--- src/sv/fei_pkg.sv ---
`default_nettype none
package fei_pkg;
	localparam int FracBits = 16;
	localparam int DecelW = 24;
	localparam int DtW = 24;
	localparam logic [DecelW-1:0] DecelReset = 24'd19268;

	typedef enum logic [1:0] {
		MODE_STEP = 2'd0,
		MODE_IMPULSE = 2'd1,
		MODE_TRANS = 2'd2,
		MODE_SETPOS = 2'd3
	} mode_t;

	typedef struct packed {
		logic [1:0] mode;
		logic signed [31:0] in_x;
		logic signed [31:0] in_y;
		logic signed [31:0] in_z;
		logic [DtW-1:0] time_step;
	} in_item_t;

	typedef struct packed {
		logic signed [31:0] out_x;
		logic signed [31:0] out_y;
		logic signed [31:0] out_z;
		logic signed [31:0] vel_x;
		logic signed [31:0] vel_y;
		logic signed [31:0] vel_z;
		logic stopped;
		logic saturated;
	} out_item_t;

	// controller to datapath
	typedef struct packed {
		logic load;      // capture input item, start
		logic sq_step;   // accumulate one square (index in idx)
		logic sqrt_init;
		logic sqrt_step;
		logic div_init;  // start divide for component idx
		logic div_step;
		logic div_done;  // apply quotient to component idx
		logic pos_step;  // position update for component idx
		logic finish;    // apply mode effects, form result
		logic [1:0] idx;
	} cmd_t;

	typedef struct packed {
		logic zero_vel;
		logic stop_all;  // dv > speed
	} stat_t;
endpackage
`default_nettype wire

--- src/sv/fei_ctrl.sv ---
`default_nettype none
module fei_ctrl (
	input wire logic clk,
	input wire logic arst_n,
	input wire logic in_fire,
	input wire logic [1:0] mode,
	input wire fei_pkg::stat_t stat,
	input wire logic out_busy,
	output fei_pkg::cmd_t cmd,
	output logic idle
);
	typedef enum logic [8:0] {
		S_IDLE = 9'b000000001,
		S_SQ   = 9'b000000010,
		S_SQRT = 9'b000000100,
		S_CHK  = 9'b000001000,
		S_DIVI = 9'b000010000,
		S_DIV  = 9'b000100000,
		S_DIVD = 9'b001000000,
		S_POS  = 9'b010000000,
		S_FIN  = 9'b100000000
	} state_t;

	state_t state_q;
	logic [1:0] idx_q;
	logic [5:0] cnt_q;

	always_comb begin
		cmd = '0;
		cmd.idx = idx_q;
		idle = 1'b0;
		case (state_q)
			S_IDLE: begin
				idle = !out_busy;
				cmd.load = in_fire;
			end
			S_SQ: cmd.sq_step = 1'b1;
			S_SQRT: cmd.sqrt_step = 1'b1;
			S_CHK: cmd.sqrt_init = 1'b0;
			S_DIVI: cmd.div_init = 1'b1;
			S_DIV: cmd.div_step = 1'b1;
			S_DIVD: cmd.div_done = 1'b1;
			S_POS: cmd.pos_step = 1'b1;
			S_FIN: cmd.finish = 1'b1;
			default: ;
		endcase
		if (state_q == S_SQ && idx_q == 2'd2)
			cmd.sqrt_init = 1'b1;
	end

	always_ff @(posedge clk or negedge arst_n) begin
		if (!arst_n) begin
			state_q <= S_IDLE;
			idx_q <= '0;
			cnt_q <= '0;
		end else begin
			case (state_q)
				S_IDLE: begin
					idx_q <= '0;
					if (in_fire)
						state_q <= (fei_pkg::mode_t'(mode) == fei_pkg::MODE_STEP)
							? S_SQ : S_FIN;
				end
				S_SQ: begin
					idx_q <= idx_q + 2'd1;
					if (idx_q == 2'd2) begin
						idx_q <= '0;
						cnt_q <= '0;
						state_q <= S_SQRT;
					end
				end
				S_SQRT: begin
					cnt_q <= cnt_q + 6'd1;
					if (cnt_q == 6'd32)
						state_q <= S_CHK;
				end
				S_CHK: begin
					if (stat.zero_vel || stat.stop_all)
						state_q <= S_POS;
					else
						state_q <= S_DIVI;
				end
				S_DIVI: begin
					cnt_q <= '0;
					state_q <= S_DIV;
				end
				S_DIV: begin
					cnt_q <= cnt_q + 6'd1;
					if (cnt_q == 6'd63)
						state_q <= S_DIVD;
				end
				S_DIVD: begin
					idx_q <= idx_q + 2'd1;
					if (idx_q == 2'd2) begin
						idx_q <= '0;
						state_q <= S_POS;
					end else
						state_q <= S_DIVI;
				end
				S_POS: begin
					idx_q <= idx_q + 2'd1;
					if (idx_q == 2'd2) begin
						idx_q <= '0;
						state_q <= S_FIN;
					end
				end
				S_FIN: state_q <= S_IDLE;
				default: state_q <= S_IDLE;
			endcase
		end
	end
endmodule
`default_nettype wire

--- config.mk ---
export PLATFORM = sky130hd
export DESIGN_NAME = fei_ctrl
export DESIGN_NICKNAME = d
export VERILOG_FILES = /design/src/sv/fei_pkg.sv /design/src/sv/fei_ctrl.sv
export SDC_FILE = /design/constraint.sdc
export NUM_CORES = 1
export LEC_CHECK = 0
export BUFFER_PORTS_ARGS = -buffer_cell sky130_fd_sc_hd__buf_4
export CAP_MARGIN = 20
export CORE_MARGIN = 1
export CORE_UTILIZATION = 58
export DETAILED_ROUTE_END_ITERATION = 12
export MAX_ROUTING_LAYER = met4
export PLACE_DENSITY = 0.82
export SYNTH_ARGS = -nofsm -noshare
export SYNTH_HDL_FRONTEND = slang
export SYNTH_SLANG_ARGS = --single-unit
--- constraint.sdc ---
create_clock -name clk -period 4.45 [get_ports clk]
set_input_delay 0.2225 -clock clk [delete_from_list [all_inputs] [get_ports clk]]
set_output_delay 0.2225 -clock clk [all_outputs]
set_load 0.005 [all_outputs]
# Word level (Yosys, flattened, before mapping)
# Cells that the tools add are included.
[totals]
register_bits = 17
in_bits = 8
output_inout_bits = 12
[op_classes]
addsub = 2
eq_ne = 17
n_mux = 23
reduce_logical = 10
[ops]
columns = ["op", "n"]
rows = [
  ["$pmux W9 S8", 1],
  ["$mux W9", 6],
  ["$pmux W6 S3", 1],
  ["$mux W8", 2],
  ["$eq A6 B6 Y1 const B", 2],
  ["$mux W1", 10],
  ["$eq A9 B1 Y1 const B", 1],
  ["$eq A9 B2 Y1 const B", 1],
  ["$eq A9 B3 Y1 const B", 1],
  ["$eq A9 B4 Y1 const B", 1],
  ["$eq A9 B5 Y1 const B", 1],
  ["$eq A9 B6 Y1 const B", 1],
  ["$eq A9 B7 Y1 const B", 1],
  ["$eq A9 B8 Y1 const B", 1],
  ["$eq A9 B9 Y1 const B", 1],
  ["$ne A2 B2 Y1 const B", 4],
  ["$add A6 B1 Y6 const B", 1],
  ["$mux W6", 1],
  ["$reduce_and A5 Y1", 1],
  ["$pmux W2 S2", 1],
  ["$reduce_bool A3 Y1", 1],
  ["$reduce_or A3 Y1", 1],
  ["$add A2 B1 Y2 const B", 1],
  ["$eq A2 B2 Y1 const B", 1],
  ["9 further kinds", 9],
]

# Logic depth before layout (Yosys ltp)
# Gate-level depths: netlist of run 1.
[depth]
depth_word = 4
depth_mapped = 6
mapped_depth_nobuf = 6

# Least setup slack after synthesis of run 1
# OpenSTA, ideal clock, no wires.
[synth_path]
path_kind = "register to register"
start = "reg state_q[5]"
end = "reg state_q[1]"
arrival_time_ns = 1.853
t_required_ns = 4.368
slack_ns = 2.515
stages_incl_launch_ff = 6
path_buffers = 1
synth_period_minus_slack_ns = 1.935
path_cell_list = "dfrtp_1 or4_4 or3_1 buf_2 or3_1 o22ai_2"
[synth_between]
elab_chain_cells = 3
word_cells_on_any_way = 15
[synth_rtl]
columns = ["item", "line_no", "text"]
rows = [
  ["start: declaration", "fei_ctrl.sv:24", "state_t state_q;"],
  ["start signal: assignment", "fei_ctrl.sv:61", "state_q <= (fei_pkg::mode_t'(mode) == fei_pkg::MODE_STEP)"],
  ["$eq A9 B6 Y1 (tied with other cells)", "fei_ctrl.sv:57", "case (state_q)"],
  ["$ne A2 B2 Y1 (no line) or $ne A2 B1 Y1 (tied branches)", "-", ""],
  ["$reduce_and A5 Y1 (no line)", "-", ""],
]
# Parallel ways exist; a longest one is shown, timed or not.
# A chain may end at the register's enable or synchronous reset.

==> flow_summary_export.csv, run 1 <==
group,metric,value,unit
grt,grt_usage,0.281,
final_layout,antenna_cells,0,
routing,firstDrtPassIters,4,
synth,syn_area,1110,µm²
clocking,post_cts_buffers,0,
clocking,root_buffer,"clkbuf_4",
outcome,outcome,"completed",
timing,finalSetupViolCount,0,
floorplanning,core,1760,µm²
synth,synth-edff-count,0,
timing,slew_headroom,0.675,
critical_path,slowest_stage,"or4_4",
synth,yosys.area.top_type_share,0.359,
clocking,insertion_delay,270,ps
placed_design,dp_hpwl,1970,µm
routing,ant_nets,0,
final_layout,drive_gt1_frac,0.231,
critical_path,worstPathMaxFanout,7,
grt,grt_overflow,0,
grt,grt_first_pass_wirelength,4130,µm
pwr,switching_share,0.349,
final_layout,syn_to_final_growth,18.1,%
timing,clock-skew-final,0.810,ps
pwr,p_clk_frac,0.185,
timing,period_minus_slack,2320,ps
synth,async_flop_share,1.00,
critical_path,path_class,"reg -> out",
timing,report.final.slew_viol_count,0,
final_layout,nFillCells,151,
grt,antenna_found_initial,0,
pwr,powerDensity,331,nW/µm²
clocking,path_clk_slew,100,ps
critical_path,max_stage_delay,600,ps
final_layout,layout.nets,158,
final_layout,final_cells,172,
timing,finalSetupTns,0,ps
placed_design,gp_congestion,0.940,
floorplanning,start_util,0.632,
clocking,clockBufferDepth,2,
pwr,pwr-share-comb,0.357,
synth,ys.flop_type,"dfrtp_1",
timing,min_period_over_period,0.522,
pwr,p_leak,0.000610,µW
routing,wire_per_inst,14.9,µm
synth,yosysSeqAreaShare,0.383,
critical_path,cp_cell_sequence,"or4_4, or3_1, nor2_1, buf_4",
critical_path,ff2ff_path_depth,4,
synth,synth_top_area_cell,"dfrtp_1",
clocking,cts_tree,"built",
timing,hold_viol,0,
routing,avgViaCountPerCell,5.96,
synth,synth_common_cells,"dfrtp_1 (16), nor2_1 (13), inv_1 (11), nand2_1 (11), o21ai_0 (9)",
synth,synth.distinct_cells,42,
floorplanning,die_x,45.8,µm
placed_design,numPortBuffers,19,
clocking,numCtsBuffers,3,
routing,dr.first_iter.drc_count,25,
pwr,power.share.sequential,0.459,
floorplanning,dieArea,2100,µm²
synth,yosys-top-cells-area,"dfrtp_1 (36%), or4b_1 (4.5%), nor2_1 (4.4%), o21ai_0 (4.0%), o221ai_2 (4.0%)",
critical_path,cp_data_required_time,4230,ps
pwr,power.switching,152,µW
clocking,clkSinkCount,17,
timing,max_freq,430,MHz
grt,grt_pass1_vias,921,
synth,yosysMostFrequentCell,"dfrtp_1",
final_layout,ff_latch_area,427,µm²
synth,ys_warn_count,0,
timing,grt_setup_unrepaired,"no",
floorplanning,io_pins,20,
critical_path,worstPathArrival,2100,ps
floorplanning,die_height,45.8,µm
pwr,cell_internal_pwr,284,µW
placed_design,placed_cells,167,
routing,dr_total_vias,1025,
worst_hold_path,holdPathStages,2,
routing,drc,0,
clocking,ctsHtreeMaxLevel,1,
grt,grt_max_degree,18,
routing,drt_wl_total,2570,µm
timing,worst_pin_slew,488,ps
final_layout,multi_input_area,631,µm²
job,max_cap_viol_count,0,
synth,syn_area_per_cell,8.92,µm²
critical_path,startpoint_type,"flop",
floorplanning,rows,15,
critical_path,crit_path_end_kind,"output port",
synth,synth_nets,135,
synth,yosys_register_bits,17,
synth,synth_cells,125,
pwr,ir_drop,0.188,mV
worst_hold_path,hold_path.class,"in -> reg",
-- cells by family after synthesis --
kind of cell / Yosys count / synth area share
AOI/OAI and AO/OA: 28 / 0.196
xor gates and xnor gates: 3 / 0.0236
adders and majority gates: 2 / 0.0224
buffers and inverters: 15 / 0.0516
DFF: 17 / 0.383
muxes: 2 / 0.0180
and+or+nand+nor: 58 / 0.305
-- per-stage QoR --
| step | setup WS [ps] | cell area (µm²) | util | hold slack [ps] | power (µW) |
|---|---|---|---|---|---|
| 3_5_place_dp | 2380 | 1280 | 0.726 | 96.7 | 354 |
| 4_1_cts | 2130 | 1320 | 0.746 | 124 | 435 |
| 2_1_floorplan | 2510 | 1110 | - | -73.1 | 304 |
| 3_3_place_gp | 2410 | 1280 | 0.726 | 94.9 | 346 |
| 5_1_grt | 2060 | 1320 | 0.746 | 113 | 461 |
| 6_report | 2130 | 1320 | 0.746 | 126 | 435 |
-- path summary, 6_finish.rpt --
path / from / slack [ps] / end
min: stat[0] / 130 / state_q[4]$_DFFE_PN0P_
max: state_q[5]$_DFFE_PN0P_ / 2130 / cmd[10]
max in group asynchronous: arst_n / 3850 / state_q[0]$_DFFE_PN1P_
max reg2reg: state_q[5]$_DFFE_PN0P_ / 2340 / state_q[8]$_DFFE_PN0P_
min in group asynchronous: arst_n / 340 / cnt_q[2]$_DFFE_PN0P_
min reg2reg: cnt_q[0]$_DFFE_PN0P_ / 540 / cnt_q[0]$_DFFE_PN0P_
-- flip-flops by register name (all words and copies together) (netlist names) --
name,flops
state_q,9
cnt_q,6
idx_q,2
-- power by group through the flow --
stage	logic, µW	clock network [µW]	registers [µW]
3_5_place_dp	152	0	202
2_1_floorplan	115	0	189
5_1_grt	169	89.1	203
4_1_cts	154	81.8	199
6_report	155	80.4	200
3_3_place_gp	146	0	200
-- cells in the final DEF, fill, tap and decap left out, drive strengths merged, types with 2 or more instances in the layout --
cell type and n:
nand2 11, nand3 2, nor2b 2, mux2i 2, o22ai 3, buf 19
or4b 6, ha 2, a211oi 2, o21ai 11, clkbuf 4, nor3 5
o221ai 5, or3 4, nand4b 2, xnor2 2, or4 4, nor2 14
nand2b 4, dfrtp 16, nor4b 2, inv 12
-- layout make-up --
class	instances	area share
clock buffer	4	0.0200
inverter	13	0.0371
multi-input combinational	93	0.479
sequential	17	0.324
tap	25	0.0238
timing repair buffer	20	0.116
-- repair_timing --
item                                   4_1_cts  5_1_grt
gates resized for setup                      0        0
hold buffers                                 1        0
endpoints found under the hold margin       16        0
-- per-layer routing --
metal / GRT usage / vias up / share of wire
met2: 0.451 / 28 / 0.49
met1: 0.370 / 490 / 0.45
met3: 0.0357 / 6 / 0.046
li1: - / 501 / -
met4: 0.0824 / 0 / 0.012
met5: - / - / 0
-- critical path, delay by kind of cell (launching register included) --
kind          cells  cell delay [ps]
buf+inv           1              130
simple gates      3             1240
flops             1              450
No activity file was read; power rests on OpenSTA's default activity.
==> run 2, diff against run 1 <==
ABC_AREA = 1   (was default)
CORE_UTILIZATION = 49   (was 58)
PLACE_DENSITY = 0.74   (was 0.82)
clock period = 2.04 ns   (was 4.45 ns; I/O delays follow)
==> run 2 against run 1 <==
  * Synthesized cell count grew 33%
  * Sequential cell count is the same
  * Combinational power rose by 150%
  * Core utilization is 13 points lower
  * Final cell count rose by 26%
  * Global-route usage is 4.6 points lower
  * Worst hold slack got worse by 41 ps
  * Die area increased by 24%
  * Clock-buffer cell count is the same
  * Critical endpoint is now idle
  * Sequential power grew 110%
  * Critical path depth up 2
==> flow_summary_export.csv, run 2 <==
group,metric,value,unit
outcome,outcome,"completed",
synth,syn_area,1180,µm²
timing,period_minus_slack,1780,ps
final_layout,regMostFlops,"state_q",
placed_design,gp_congestion,0.944,
routing,avgViaCountPerCell,5.15,
floorplanning,rows,17,
synth,syn_area_per_cell,7.09,µm²
synth,synth_nets,176,
critical_path,crit_start,"state_q[8]$_DFFE_PN0P_",
final_layout,syn_to_final_growth,17.2,%
routing,dr_total_vias,1117,
routing,drt_wl_total,2470,µm
placed_design,numPortBuffers,19,
routing,drc,0,
timing,slew_headroom,0.773,
routing,dr.first_iter.drc_count,21,
grt,grtUsageMet3,0.0357,
timing,clock-skew-final,1.87,ps
clocking,cts_tree,"built",
critical_path,cp_data_required_time,1940,ps
clocking,root_buffer,"clkbuf_4",
routing,firstDrtPassIters,4,
critical_path,max_stage_delay,430,ps
synth,yosysSeqAreaShare,0.362,
pwr,power.share.sequential,0.428,
clocking,clockBufferDepth,2,
timing,finalSetupTns,0,ps
synth,yosys-top-cells-area,"dfrtp_1 (34%), nand2_1 (12%), inv_1 (8.6%), nand3_1 (8.5%), nor2_1 (6.4%)",
routing,ant_nets,0,
placed_design,dp_hpwl,1990,µm
placed_design,placed_cells,212,
grt,busiest_layer,"met2",
critical_path,crit_path_end_kind,"output port",
grt,grt_pass1_vias,1005,
clocking,ctsHtreeMaxLevel,1,
timing,finalSetupViolCount,0,
synth,synth.distinct_cells,22,
final_layout,drive_gt1_frac,0.243,
grt,grt_overflow,0,
final_layout,layout.nets,200,
clocking,clkSinkCount,17,
grt,grt_usage,0.235,
grt,antenna_found_initial,0,
synth,synth_cells,166,
critical_path,cp_cell_sequence,"inv_1, nand3_1, nor2_2, nand2_1, nor2_1, buf_4",
synth,async_flop_share,1.00,
floorplanning,io_pins,20,
synth,synth-edff-count,0,
pwr,power.switching,386,µW
routing,wire_per_inst,11.4,µm
synth,synth_top_area_cell,"dfrtp_1",
clocking,insertion_delay,290,ps
timing,min_period_over_period,0.874,
critical_path,slowest_stage,"dfrtp_1",
synth,ys_warn_count,0,
final_layout,nFillCells,206,
synth,ys.flop_type,"dfrtp_1",
pwr,ir_drop,0.444,mV
floorplanning,start_util,0.527,
final_layout,final_common_cell,"nand2_1",
worst_hold_path,hp-start,"stat[1]",
timing,grt_setup_unrepaired,"no",
critical_path,startpoint_type,"flop",
timing,report.final.slew_viol_count,0,
grt,grt.met2_usage,0.344,
floorplanning,die_height,51.0,µm
worst_hold_path,hold_path.class,"in -> reg",
grt,grt_use_met1,0.321,
pwr,switching_share,0.395,
final_layout,final_cells,217,
final_layout,largestRegisters,"state_q x9, cnt_q x6, idx_q x2",
pwr,powerDensity,708,nW/µm²
timing,max_freq,561,MHz
pwr,p_leak,0.000753,µW
critical_path,worstPathArrival,1680,ps
critical_path,rr_startpoint,"state_q[8]$_DFFE_PN0P_",
critical_path,path_class,"reg -> out",
clocking,path_clk_slew,90,ps
synth,synth_common_cells,"nand2_1 (37), inv_1 (27), nand3_1 (20), nor2_1 (20), dfrtp_1 (16)",
floorplanning,dieArea,2600,µm²
clocking,post_cts_buffers,0,
timing,worst_pin_slew,340,ps
clocking,numCtsBuffers,3,
critical_path,path_delay_family,"simple AND/OR/NAND/NOR gates",
grt,grt_first_pass_wirelength,4310,µm
synth,yosys_register_bits,17,
pwr,cell_internal_pwr,591,µW
critical_path,worstPathMaxFanout,11,
synth,yosysMostFrequentCell,"nand2_1",
floorplanning,die_x,51.0,µm
final_layout,final_cell_mix,"nand2_1 (37), inv_1 (27), nor2_1 (20), nand3_1 (20), buf_4 (19)",
timing,hold_viol,0,
critical_path,path_buf_inv,2,
grt,grt_max_degree,18,
pwr,pwr-share-comb,0.390,
floorplanning,core,2230,µm²
final_layout,antenna_cells,0,
job,max_cap_viol_count,0,
final_layout,largest_reg_flops,9,
synth,yosys.area.top_type_share,0.340,
pwr,p_clk_frac,0.182,
clocking,cts_resized,0,
## run 2: final timing paths
kind | to | slack (ps) | cells after the start
min reg2reg | cnt_q[3]$_DFFE_PN0P_ | 510 | 2
max in group asynchronous | state_q[0]$_DFFE_PN1P_ | 1580 | 2
min | state_q[4]$_DFFE_PN0P_ | 80 | 4
max reg2reg | state_q[1]$_DFFE_PN0P_ | 500 | 8
min in group asynchronous | state_q[5]$_DFFE_PN0P_ | 200 | 2
max | idle | 260 | 6
## run 2: stage by stage
step,total power (µW),hold WS [ps],worst slack [ps],utilization,cell area (µm²)
floorplan,702,-194,743,-,1180
global placement,797,-25.6,557,0.602,1340
detailed placement,803,-22.4,522,0.602,1340
CTS,978,85.1,263,0.618,1380
global route,1050,73.0,62.5,0.618,1380
finish,977,84.2,256,0.618,1380
## run 2: what timing repair did
action | in CTS | in global routing
endpoints found under the hold margin | 17 | 0
endpoints found under the setup margin | 0 | 0
hold buffers | 1 | 0
## run 2: area by class of cell
type	instances	area [µm²]	area share
multi-input cells	117	623	0.451
flip-flops and latches	17	427	0.309
clock buffers	4	26.3	0.0190
repair buffers	20	153	0.111
inverters	31	116	0.0843
well taps	28	35.0	0.0254
## run 2: worst reg2reg max path, stage by stage (launching register included)
cell and delay (ps):
dfrtp_1 430, inv_1 280, nand3_1 180, nor2_4 170
nand2_2 80, nand2_1 150, inv_2 40, nand3_1 80
nand2_1 50
## run 2: power by group through the flow
stage / logic, µW / registers [µW] / clock network [µW]
6_report: 381 / 418 / 178
3_3_place_gp: 375 / 422 / 0
4_1_cts: 382 / 418 / 178
3_5_place_dp: 378 / 425 / 0
5_1_grt: 427 / 424 / 201
2_1_floorplan: 283 / 419 / 0
## run 2: cell families (layout without fill, tap and decap cells)
group           count (synthesis)  count (layout)  synth area share
buf+inv                        32              55             0.108
xor+xnor                        2               2            0.0149
simple gates                  108             108             0.458
fa+ha+maj                       2               2            0.0213
compound gates                  5               5            0.0351
flops                          17              17             0.362
## run 2: per-layer routing
layer  routed length (µm)  up-vias
met5                    0        -
met4                   34        0
li1                     -      566
met3                  142        4
met2                 1100       33
met1                 1190      514
